**src/design/fwk_pkg.sv**
```systemverilog
// ----------------------------------------------------------------------------
// fwk_pkg
// Shared types and constants for the Fenwick tree add / prefix-sum core.
// ----------------------------------------------------------------------------
package fwk_pkg;

    // Field widths
    localparam int POS_W   = 11;
    localparam int DELTA_W = 32;
    localparam int SUM_W   = 48;

    // Active size after reset
    localparam logic [POS_W-1:0] ACTIVE_RESET = 11'd1024;

    // Operation codes
    localparam logic FUNC_ADD   = 1'b0;
    localparam logic FUNC_QUERY = 1'b1;

    // Status codes
    localparam logic STATUS_OK     = 1'b0;
    localparam logic STATUS_REJECT = 1'b1;

    // Input word
    typedef struct packed {
        logic                      func;
        logic [POS_W-1:0]          position;
        logic signed [DELTA_W-1:0] delta;
    } t_in;

    // Output word
    typedef struct packed {
        logic signed [SUM_W-1:0] prefix_sum;
        logic                    status;
    } t_out;

endpackage

```
**src/design/fwk_walk.sv**
```systemverilog
// ----------------------------------------------------------------------------
// fwk_walk
// Tree walk sequencer: clears the store after reset, then runs one add walk
// (read-modify-write per step) or one query walk (read and accumulate per
// step) per input word, and holds the result in an output register.
// ----------------------------------------------------------------------------
module fwk_walk #(
    parameter  int MAX_SIZE = 1024,
    localparam int AW       = $clog2(MAX_SIZE)
) (
    input  logic                      i_clk,
    input  logic                      i_rst_n,
    // input channel
    input  logic                      i_in_valid,
    output logic                      o_in_stall,
    input  fwk_pkg::t_in              i_in,
    // output channel
    output logic                      o_out_valid,
    input  logic                      i_out_stall,
    output fwk_pkg::t_out             o_out,
    // effective active size
    input  logic [fwk_pkg::POS_W-1:0] i_size,
    // store port
    output logic                      o_ram_we,
    output logic [AW-1:0]             o_ram_waddr,
    output logic [fwk_pkg::SUM_W-1:0] o_ram_wdata,
    output logic                      o_ram_re,
    output logic [AW-1:0]             o_ram_raddr,
    input  logic [fwk_pkg::SUM_W-1:0] i_ram_rdata
);
    import fwk_pkg::*;

    // Walk index width: holds 2*size for the add walk and MAX_SIZE itself
    localparam int WW = (AW + 1 > POS_W + 1) ? AW + 1 : POS_W + 1;
    localparam logic [AW-1:0] CLR_LAST = AW'(MAX_SIZE - 1);

    typedef enum logic [3:0] {
        S_CLEAR = 4'b0001,
        S_IDLE  = 4'b0010,
        S_WALK  = 4'b0100,
        S_HOLD  = 4'b1000
    } t_state;

    t_state           r_state, n_state;
    logic [AW-1:0]    r_clr,   n_clr;
    logic [WW-1:0]    r_idx,   n_idx;
    logic             r_func,  n_func;
    logic [SUM_W-1:0] r_delta, n_delta;
    logic [SUM_W-1:0] r_acc,   n_acc;
    t_out             r_hold,  n_hold;
    logic             r_out_valid, n_out_valid;
    t_out             r_out,   n_out;

    logic             out_free;
    logic             fin;
    t_out             fin_res;
    logic [WW-1:0]    in_pos_w;
    logic [WW-1:0]    size_w;
    logic [WW-1:0]    up_idx;
    logic [WW-1:0]    dn_idx;
    logic [SUM_W-1:0] acc_new;

    // 1-based tree index to store address
    function automatic logic [AW-1:0] addr_of(input logic [WW-1:0] idx);
        logic [WW-1:0] m;
        m = idx - 1'b1;
        return m[AW-1:0];
    endfunction

    assign out_free = !r_out_valid || !i_out_stall;
    assign in_pos_w = {{(WW-POS_W){1'b0}}, i_in.position};
    assign size_w   = {{(WW-POS_W){1'b0}}, i_size};
    // next index: add lowest set bit / clear lowest set bit
    assign up_idx   = r_idx + (r_idx & (~r_idx + 1'b1));
    assign dn_idx   = r_idx & (r_idx - 1'b1);
    assign acc_new  = r_acc + i_ram_rdata;

    // Sequencer
    always_comb begin
        n_state     = r_state;
        n_clr       = r_clr;
        n_idx       = r_idx;
        n_func      = r_func;
        n_delta     = r_delta;
        n_acc       = r_acc;
        n_hold      = r_hold;
        n_out_valid = r_out_valid && i_out_stall;
        n_out       = r_out;
        fin         = 1'b0;
        fin_res     = '0;
        o_ram_we    = 1'b0;
        o_ram_waddr = '0;
        o_ram_wdata = '0;
        o_ram_re    = 1'b0;
        o_ram_raddr = '0;

        unique case (r_state)
            S_CLEAR: begin
                o_ram_we    = 1'b1;
                o_ram_waddr = r_clr;
                n_clr       = r_clr + 1'b1;
                if (r_clr == CLR_LAST) begin
                    n_state = S_IDLE;
                end
            end
            S_IDLE: begin
                if (i_in_valid) begin
                    n_func  = i_in.func;
                    n_delta = {{(SUM_W-DELTA_W){i_in.delta[DELTA_W-1]}}, i_in.delta};
                    n_acc   = '0;
                    n_idx   = in_pos_w;
                    if ((i_in.position > i_size) ||
                        (i_in.func == FUNC_ADD && i_in.position == '0)) begin
                        fin            = 1'b1;
                        fin_res.status = STATUS_REJECT;
                    end else if (i_in.position == '0) begin
                        // query at zero: empty sum
                        fin = 1'b1;
                    end else begin
                        o_ram_re    = 1'b1;
                        o_ram_raddr = addr_of(in_pos_w);
                        n_state     = S_WALK;
                    end
                end
            end
            S_WALK: begin
                if (r_func == FUNC_ADD) begin
                    // write back this entry, fetch the next one up
                    o_ram_we    = 1'b1;
                    o_ram_waddr = addr_of(r_idx);
                    o_ram_wdata = i_ram_rdata + r_delta;
                    if (up_idx <= size_w) begin
                        o_ram_re    = 1'b1;
                        o_ram_raddr = addr_of(up_idx);
                        n_idx       = up_idx;
                    end else begin
                        fin = 1'b1;
                    end
                end else begin
                    n_acc = acc_new;
                    if (dn_idx != '0) begin
                        o_ram_re    = 1'b1;
                        o_ram_raddr = addr_of(dn_idx);
                        n_idx       = dn_idx;
                    end else begin
                        fin                = 1'b1;
                        fin_res.prefix_sum = acc_new;
                    end
                end
            end
            S_HOLD: begin
                if (out_free) begin
                    n_out_valid = 1'b1;
                    n_out       = r_hold;
                    n_state     = S_IDLE;
                end
            end
            default: begin
                n_state = S_IDLE;
            end
        endcase

        // hand the result to the output register, or park it
        if (fin) begin
            if (out_free) begin
                n_out_valid = 1'b1;
                n_out       = fin_res;
                n_state     = S_IDLE;
            end else begin
                n_hold  = fin_res;
                n_state = S_HOLD;
            end
        end
    end

    // Control state
    always_ff @(posedge i_clk) begin
        if (!i_rst_n) begin
            r_state     <= S_CLEAR;
            r_clr       <= '0;
            r_out_valid <= 1'b0;
        end else begin
            r_state     <= n_state;
            r_clr       <= n_clr;
            r_out_valid <= n_out_valid;
        end
    end

    // Payload
    always_ff @(posedge i_clk) begin
        r_idx   <= n_idx;
        r_func  <= n_func;
        r_delta <= n_delta;
        r_acc   <= n_acc;
        r_hold  <= n_hold;
        r_out   <= n_out;
    end

    assign o_in_stall  = (r_state != S_IDLE);
    assign o_out_valid = r_out_valid;
    assign o_out       = r_out;

endmodule

```
**config.mk**
```make
export PLATFORM = sky130hd
export DESIGN_NAME = fwk_walk
export DESIGN_NICKNAME = d
export VERILOG_FILES = /design/src/design/fwk_pkg.sv /design/src/design/fwk_walk.sv
export SDC_FILE = /design/constraint.sdc
export NUM_CORES = 1
export LEC_CHECK = 0
export BUFFER_PORTS_ARGS = -buffer_cell sky130_fd_sc_hd__buf_2
export CORE_AREA = 8 8 158 190
export DETAILED_ROUTE_END_ITERATION = 8
export DIE_AREA = 0 0 166 198
export HOLD_SLACK_MARGIN = 0.06
export PLACE_DENSITY = 0.81
export SYNTH_ARGS = -nofsm -noshare
export SYNTH_HDL_FRONTEND = slang
export SYNTH_SLANG_ARGS = --single-unit
export TNS_END_PERCENT = 100
```
**constraint.sdc**
```tcl
create_clock -name i_clk -period 7.43 [get_ports i_clk]
set_clock_uncertainty 0.05 [all_clocks]
set_input_delay 1.486 -clock i_clk [delete_from_list [all_inputs] [get_ports i_clk]]
set_output_delay 1.486 -clock i_clk [all_outputs]
set_load 0.05 [all_outputs]
```
==> flow_summary.yaml <==
sta:
  rsz0062_at_grt: "false"
  clock.fmax_ghz: 0.144
  setup_viol: 0
  period_share_pct: 93.8
  tightest_slew_ns: 1.21
  drv_slew: 0
  tns_ns: 0
  finalHoldViolCount: 0
  worst_slack_ns: 0.464
  period_minus_slack_ns: 6.97
  relSlewSlack_pct: 19.4
synthesis:
  synth-edff-count: 142
  syn_avg_cell_area_um2: 9.11
  ys.flop_type: "edfxtp_1"
  syn_nets: 1957
  yosysMostFrequentCell: "nor2_1"
  ys_types: 84
  synth_common_cells: "nor2_1 (206), edfxtp_1 (142), a21oi_1 (132), ha_1 (132), nand2_1 (129)"
  netlist_area_mm2: 0.0156
  netlist.area_leader.share_pct: 27.3
  syn_inst: 1716
  synth_seq_area_share_pct: 35.5
  async_reset_ff_share_pct: 0
  synth_seq_cells: 206
  yosysWarnings: 0
  synth_largest_area_cell: "edfxtp_1"
  yosys-top-cells-area: "edfxtp_1 (27%), ha_1 (11%), dfxtp_1 (8.2%)"
pwr:
  intPower_w: 0.00226
  switching_share_pct: 32.4
  clockPowerShare_pct: 35.7
  power.density_mw_per_mm2: 189
  peakVddDrop_uv: 282
  total_power_w: 0.00334
  comb_power_share_pct: 24.2
  seq_power_share_pct: 40.1
  p_switching_w: 0.00108
  p_leak_nw: 7.77
worst_setup_path:
  worstPathRequired_ns: 5.89
  crit_fanout: 10
  arrival_ns: 5.43
  cp-start-kind: "flop"
  critical_path_class: "reg -> out"
  r2r_slack_ns: 1.40
  end_kind: "output port"
route:
  vias: 13900
  drt_first_iter_violations: 1082
  vias_per_cell: 6.20
  remaining_drc_errors: 0
  finalWirelength_um: 45800
  dr.pass1.iters: 5
  antenna_left: 0
  routedWlPerCell_um: 20.4
finish:
  layout-drive-gt1-share_pct: 19.6
  area_delta_synth_final_pct: 13.2
  fin_cells: 2249
  n_antenna_cell: 0
  fillers: 2246
  multi_input_area_mm2: 0.00955
  nets: 2133
  seqCellArea_mm2: 0.00555
global_routing:
  grt_max_degree: 70
  grt_overflow: 0
  grt_pass1_wl_um: 72700
  antenna_found_initial: 0
  grt_util_all_layers_pct: 27.0
  grt_pass1_vias: 14000
floorplanning:
  start_util_pct: 58.2
  io_pins: 228
  fp.dieW_um: 166
  fp.dieH_um: 198
  design.core.area_mm2: 0.0268
  die_area_mm2: 0.0329
  core.rowCount: 66
placement:
  place_ws_ns: 0.786
  port_buffers: 227
  gp_congestion: 0.983
  dpl.cell_count: 2206
  dp_hpwl_um: 35100
cts:
  cts_tree: "done"
  clk_latency_ns: 0.53
  clk_pin_slew_ns: 0.06
  postCtsResizedCells: 0
  clock_sinks: 206
  cts_buffers: 23
  h-tree-depth: 1
  cts_root_buf: "clkbuf_16"
  hold_buffers: 0
  cts_buffer_depth: 3
  cts_setup_buffers: 0
job:
  drv_cap: 0
outcome:
  status: "finished, final reports clean"
hold_path:
  min_path_type: "reg -> reg"
[kinds of logic after synthesis]
logic type                 Yosys count  share of synthesized area (%)
AOI/OAI and AO/OA                  442                           18.6
xor gates and xnor gates           120                           6.72
muxes                               86                           6.45
and+or+nand+nor                    594                           18.3
DFF                                206                           35.5
adders and majority gates          134                           10.8
buffers and inverters              134                           3.69
[critical path, stage by stage (launching register included)]
cell and delay (ns):
edfxtp_1 0.55, inv_1 0.17, ha_1 0.29, inv_1 0.07, ha_1 0.27, ha_1 0.23, a221oi_2 0.39, a21o_1 0.17
o21ai_1 0.06, nor2b_1 0.17, o22ai_1 0.17, mux2i_1 0.26, nor2_1 0.10, ha_1 0.31, nand2_1 0.08, nor2_1 0.04
a2111oi_0 0.30, o21ai_0 0.14, o211ai_1 0.18, nand4_1 0.15, buf_4 0.20, nor2b_1 0.17, o22ai_1 0.14, buf_2 0.29
[final timing paths]
| kind | startpoint | endpoint | depth (start not counted) |
|---|---|---|---|
| setup / recovery | r_idx[0] | o_ram_raddr[1] | 23 |
| hold / removal | r_hold[1] | o_out[1] | 2 |
| setup reg to reg | r_idx[0] | o_out[48] | 23 |
| hold reg to reg | r_hold[1] | o_out[1] | 2 |
[flip-flops by register name, summed over array words and instances (netlist names), 4 cells and up]
name / flops
o_out: 49
r_hold: 49
r_acc: 48
r_delta: 32
r_idx: 12
r_clr: 10
r_state: 4
[cell usage in the layout (no fill, tap or decap), types with 18 or more instances in the layout]
| master | n |
|---|---|
| buf_2 | 227 |
| nor2_1 | 204 |
| edfxtp_1 | 142 |
| a21oi_1 | 132 |
| ha_1 | 132 |
| nand2_1 | 128 |
| o21ai_0 | 87 |
| nor3_1 | 66 |
| xor2_1 | 64 |
| dfxtp_1 | 64 |
| xnor2_1 | 56 |
| a21o_1 | 48 |
| nand3_1 | 45 |
| inv_1 | 45 |
| mux2i_1 | 34 |
| mux2_2 | 30 |
| nand4_1 | 28 |
| clkbuf_16 | 24 |
| mux2_4 | 22 |
| o21a_1 | 20 |
| and3_1 | 18 |
[layer usage]
metal / track usage, % / wire [um]
met1: 31.2 / 18300
met2: 49.3 / 22900
met3: 4.06 / 2800
met4: 11.7 / 1900
met5: 0 / 0
[power groups by stage]
stage	sequential [W]	combinational, W	clock (W)
2_1_floorplan	0.00152	0.000410	0
3_3_place_gp	0.00136	0.000793	0
3_5_place_dp	0.00136	0.000800	0
4_1_cts	0.00134	0.000805	0.00121
5_1_grt	0.00134	0.000869	0.00125
6_report	0.00134	0.000807	0.00119
[layout make-up]
type,instances,area share (%)
multi-input combinational,1376,54.0
sequential,206,31.3
timing repair buffer,239,6.93
clock buffer,32,3.62
tap,340,2.40
inverter,46,0.976
clock inverter,10,0.743
[per-stage QoR]
step	cell area (um^2)	utilization, %	hold slack [ns]
after floorplan	15600	-	0.444
after global routing	17700	65.9	0.525
after global placement	16900	63.0	0.466
after detailed placement	16900	63.0	0.479
after CTS	17700	65.9	0.498
final	17700	65.9	0.493
No activity file was read; power rests on OpenSTA's default activity.
